File: src/design/rbst_pkg.sv
// shared types and codes for the ray box slab test
package rbst_pkg;

  typedef logic [1:0] axis_t;

  // axis selector codes carried in tuser
  localparam axis_t AXIS_START = 2'd0;
  localparam axis_t AXIS_LAST  = 2'd2;
  localparam axis_t AXIS_NONE  = 2'd3;

  // result stream carries the hit flag in one byte
  localparam int OUT_DATA_W = 8;

endpackage

File: src/design/rbst_div.sv
// iterative signed fixed-point slab distance divider with saturation
module rbst_div
  import rbst_pkg::*;
#(
  parameter int COORD_WIDTH = 32,
  parameter int FRAC_BITS   = 16
) (
  input  logic                          clk,
  input  logic                          rst,
  input  logic                          start,
  input  logic signed [COORD_WIDTH-1:0] num,
  input  logic signed [COORD_WIDTH-1:0] sub,
  input  logic signed [COORD_WIDTH-1:0] den,
  output logic                          done,
  output logic signed [COORD_WIDTH-1:0] result
);

  localparam int W     = COORD_WIDTH;
  localparam int F     = FRAC_BITS;
  localparam int N     = W + 1 + F;
  localparam int CMP_W = F + 2 + W;
  localparam int CNT_W = $clog2(W);

  localparam logic [2:0] D_IDLE = 3'd0;
  localparam logic [2:0] D_PREP = 3'd1;
  localparam logic [2:0] D_SAT  = 3'd2;
  localparam logic [2:0] D_RUN  = 3'd3;
  localparam logic [2:0] D_SIGN = 3'd4;

  logic [2:0]          state;
  logic signed [W:0]   diff;
  logic [W-1:0]        den_r;
  logic [N-1:0]        numer;
  logic [W-1:0]        dvmag;
  logic                neg;
  logic                sat;
  logic [W-1:0]        rem;
  logic [W-2:0]        low_bits;
  logic [W-2:0]        quot;
  logic [CNT_W-1:0]    cnt;

  logic [W:0]          mag;
  logic [CMP_W-1:0]    hi_ext;
  logic [CMP_W-1:0]    dv_ext;
  logic [W:0]          trial;
  logic [W:0]          trial_sub;
  logic                trial_ge;
  logic [W-1:0]        q_ext;
  logic [W-1:0]        max_val;
  logic [W-1:0]        min_val;

  always_comb begin
    mag       = diff[W] ? (~diff + 1'b1) : diff;
    hi_ext    = CMP_W'(numer[N-1:W-1]);
    dv_ext    = CMP_W'(dvmag);
    trial     = {rem, low_bits[W-2]};
    trial_ge  = trial >= {1'b0, dvmag};
    trial_sub = trial - {1'b0, dvmag};
    q_ext     = {1'b0, quot};
    max_val   = {1'b0, {(W-1){1'b1}}};
    min_val   = {1'b1, {(W-1){1'b0}}};
  end

  always_ff @(posedge clk) begin
    if (rst) begin
      state <= D_IDLE;
      done  <= 1'b0;
    end else begin
      done <= (state == D_SIGN);
      unique case (state)
        D_IDLE: begin
          if (start) begin
            diff  <= {num[W-1], num} - {sub[W-1], sub};
            den_r <= den;
            state <= D_PREP;
          end
        end
        D_PREP: begin
          numer <= {mag, {F{1'b0}}};
          dvmag <= den_r[W-1] ? (~den_r + 1'b1) : den_r;
          neg   <= diff[W] ^ den_r[W-1];
          state <= D_SAT;
        end
        D_SAT: begin
          // quotient reaches 2^(W-1) exactly when the high part reaches the divisor
          sat      <= hi_ext >= dv_ext;
          rem      <= hi_ext[W-1:0];
          low_bits <= numer[W-2:0];
          cnt      <= CNT_W'(W - 2);
          state    <= D_RUN;
        end
        D_RUN: begin
          rem      <= trial_ge ? trial_sub[W-1:0] : trial[W-1:0];
          quot     <= {quot[W-3:0], trial_ge};
          low_bits <= low_bits << 1;
          if (cnt == '0) begin
            state <= D_SIGN;
          end else begin
            cnt <= cnt - 1'b1;
          end
        end
        D_SIGN: begin
          if (sat) begin
            result <= neg ? min_val : max_val;
          end else begin
            result <= neg ? (~q_ext + 1'b1) : q_ext;
          end
          state <= D_IDLE;
        end
        default: begin
          state <= D_IDLE;
        end
      endcase
    end
  end

endmodule

File: config.mk
export PLATFORM = sky130hd
export DESIGN_NAME = rbst_div
export DESIGN_NICKNAME = d
export VERILOG_FILES = /design/src/design/rbst_pkg.sv /design/src/design/rbst_div.sv
export SDC_FILE = /design/constraint.sdc
export NUM_CORES = 1
export LEC_CHECK = 0
export CAP_MARGIN = 5
export CELL_PAD_IN_SITES_DETAIL_PLACEMENT = 1
export CELL_PAD_IN_SITES_GLOBAL_PLACEMENT = 2
export CORE_MARGIN = 3
export CORE_UTILIZATION = 46
export DETAILED_ROUTE_END_ITERATION = 12
export DONT_BUFFER_PORTS = 1
export PLACE_DENSITY_LB_ADDON = 0.1
export SETUP_SLACK_MARGIN = 0.05
export SYNTH_ARGS = -nofsm -noshare
export SYNTH_HDL_FRONTEND = slang
export SYNTH_SLANG_ARGS = --single-unit
File: constraint.sdc
create_clock -name clk -period 24.9 [get_ports clk]
set_input_delay 3.735 -clock clk [delete_from_list [all_inputs] [get_ports clk]]
set_output_delay 3.735 -clock clk [all_outputs]
set_load 0.05 [all_outputs]
==> results.ini <==
[cts]
cts_resized=0
clockRootBuffer=clkbuf_16
clock_sinks=251
clk_pin_slew_ns=0.06
htree_levels=1
clock_path_buffers=3
cts_hold_buf=0
post_cts_buffers=0
cts_tree=built
insertion_delay_ns=0.54
cts_inserted_buffers=29

[run]
maxCapViolations=0

[logic_synthesis]
synth_edf_count=247
ys_seq_area_share_pct=51.4
syn_area_sq_um=14600
synth_nets=1563
synth-compound-area-share_pct=14.6
synth_ff_type=edfxtp_1
ys_warn_count=0
synth_most_common_cell=edfxtp_1
yosys-top-cells-count=edfxtp_1, nand2_1, nor2_1, inv_1, a21oi_1
ys_top_cells_by_area=edfxtp_1, ha_1, xnor2_1
synth_top_family_by_area=simple AND/OR/NAND/NOR gates
synth_cell_type_count=68
synth.avg_cell_area_sq_um=10.6
synthMuxAreaShare_pct=0.756
synthXorXnorAreaFrac_pct=6.97
synth_top_area_cell=edfxtp_1
synthSimpleGateAreaFrac_pct=14.9
netlist_instances=1376
synth.top_cell.area_share_pct=50.9
synth_fa_ha_area_share_pct=7.66
async_flop_share_pct=0
synth-seq-cells=251

[power]
seqPwrFrac_pct=48.3
clkPwrFrac_pct=38.5
ir_drop_uv=47.4
powerDensity_nw_per_um2=65.7
p_sw_uw=259
p_leak_uw=0.00595
combPwrFrac_pct=13.2
netSwitchingFraction_pct=24.8
finalPower_uw=1040
p_int_uw=785

[finish]
multi_input_area_sq_um=6580
regArea_sq_um=7500
drive_above_1_share_pct=5.24
finalNonFillerCells=1790
design_area_sq_um=15900
area_delta_synth_final_pct=9.08
fillers=3371
diodes=0
nNetsFinal=1560

[drt]
drt_iter0_markers=599
vias=10119
wirelength_um=31800
firstDrtPassIters=7
ant_nets=0
post_drt_wl_per_cell_um=17.8
drc=0
via_per_inst=5.65

[worst_setup_path]
cp.arrival_ns=6.50
cp_max_fo=4
crit_type=in2reg
ff2ff_path_depth=12
endpoint_kind=flip-flop
setup.worst_path.start_class=input pin
crit_required_ns=25.18

[timing]
tightest_slew_ns=1.08
period_needed_ns=6.21
setup_tns_ns=0
post-route-period-util_pct=25.0
skew_ns=0.0144
hold_viol=0
final-setup-viol-count=0
drv_slew=0
relSlewSlack_pct=27.9
fmaxAchievable_ghz=0.161
grt_setup_unrepaired=false

[global_route]
grt_first_pass_wirelength_um=52300
antenna_found_initial=0
grt_max_degree=67
overflow=0
grtUsageTotal_pct=18.6
grt_pass1_vias=10351

[place]
dpl.cell_count=1738
place.gp.congestion=0.784
dp_hpwl_um=22900
placed_cell_area_sq_um=15000
port_buffers=0

[floorplan]
die_x_um=184
fp.coreArea_sq_um=30900
num_rows=64
die_y_um=184
io_pins=132
start_util_pct=47.1
dieArea_sq_um=33900

[hold_path]
hp-class=reg2reg
holdPathStages=0

[status]
outcome=finished clean

[per-layer routing]
| metal | wire, um | track usage [%] |
|---|---|---|
| met1 | 14600 | 25.1 |
| met2 | 15700 | 32.8 |
| met3 | 950 | 2.22 |
| met4 | 437 | 3.42 |
| met5 | 0 | 0 |
[final timing paths]
kind,start,to,slack (ns)
hold reg to reg,quot[0]$_DFFE_PP_,quot[1]$_DFFE_PP_,0.48
setup reg to reg,dvmag[10]$_DFFE_PP_,rem[10]$_DFFE_PP_,20.49
hold / removal,quot[0]$_DFFE_PP_,quot[1]$_DFFE_PP_,0.48
setup / recovery,num[0],diff[32]$_DFFE_PP_,18.69
[worst max-delay path: stages]
cell     delay (ns)
inv_1          0.02
ha_1           0.21
fa_1           0.41
nor2b_1        0.12
o21ai_0        0.10
a21oi_1        0.26
a31oi_1        0.16
a21oi_1        0.30
a31oi_1        0.25
o31ai_1        0.53
nand4_1        0.15
a41o_1         0.22
[per-stage QoR]
stage	hold slack [ns]	util (%)	worst slack (ns)
floorplan	0.441	-	13.49
global placement	0.458	48.6	18.11
detailed placement	0.461	48.6	18.08
CTS	0.477	51.4	18.63
global route	0.487	51.4	18.43
finish	0.477	51.4	18.69
[sequential cells by signal, indices dropped and copies added, names as in the netlist]
name,flops
cnt,5
result,32
diff,33
state,3
rem,32
numer,33
quot,31
neg,1
dvmag,32
den_r,32
sat,1
low_bits,15
done,1
[area by class of cell]
type,count,area share (%)
tap,396,3.12
timing repair buffer,11,0.519
inverter,96,2.27
clock inverter,8,0.559
sequential,251,47.2
multi-input combinational,984,41.4
clock buffer,44,4.98
[power groups by stage]
stage / logic [uW] / registers [uW] / clock network (uW)
after CTS: 140 / 505 / 413
after global routing: 158 / 507 / 429
after global placement: 136 / 512 / 0
final: 138 / 504 / 402
after floorplan: 111 / 509 / 0
after detailed placement: 139 / 513 / 0
[layout by cell type, fill, tap and decap left out, drive strengths merged, types with 14 or more instances in the layout]
master | netlist | routed
nand2b | 14 | 14
o31ai | 20 | 20
a21oi | 93 | 93
nand2 | 144 | 144
nor2b | 16 | 16
nor3b | 14 | 14
o21ai | 71 | 71
ha | 86 | 86
nand3 | 25 | 25
or3 | 22 | 22
xor2 | 35 | 35
a21o | 43 | 43
o22ai | 19 | 19
edfxtp | 247 | 247
nor3 | 32 | 32
inv | 96 | 96
xnor2 | 81 | 81
o21a | 15 | 15
clkbuf | 42 | 44
nor2 | 99 | 99
[logic make-up after synthesis]
kind of cell / Yosys count
flops: 251
xor+xnor: 116
buf+inv: 141
fa+ha+maj: 88
simple gates: 436
mux: 11
compound gates: 333
Note: power is estimated with default switching activity, not from simulation.
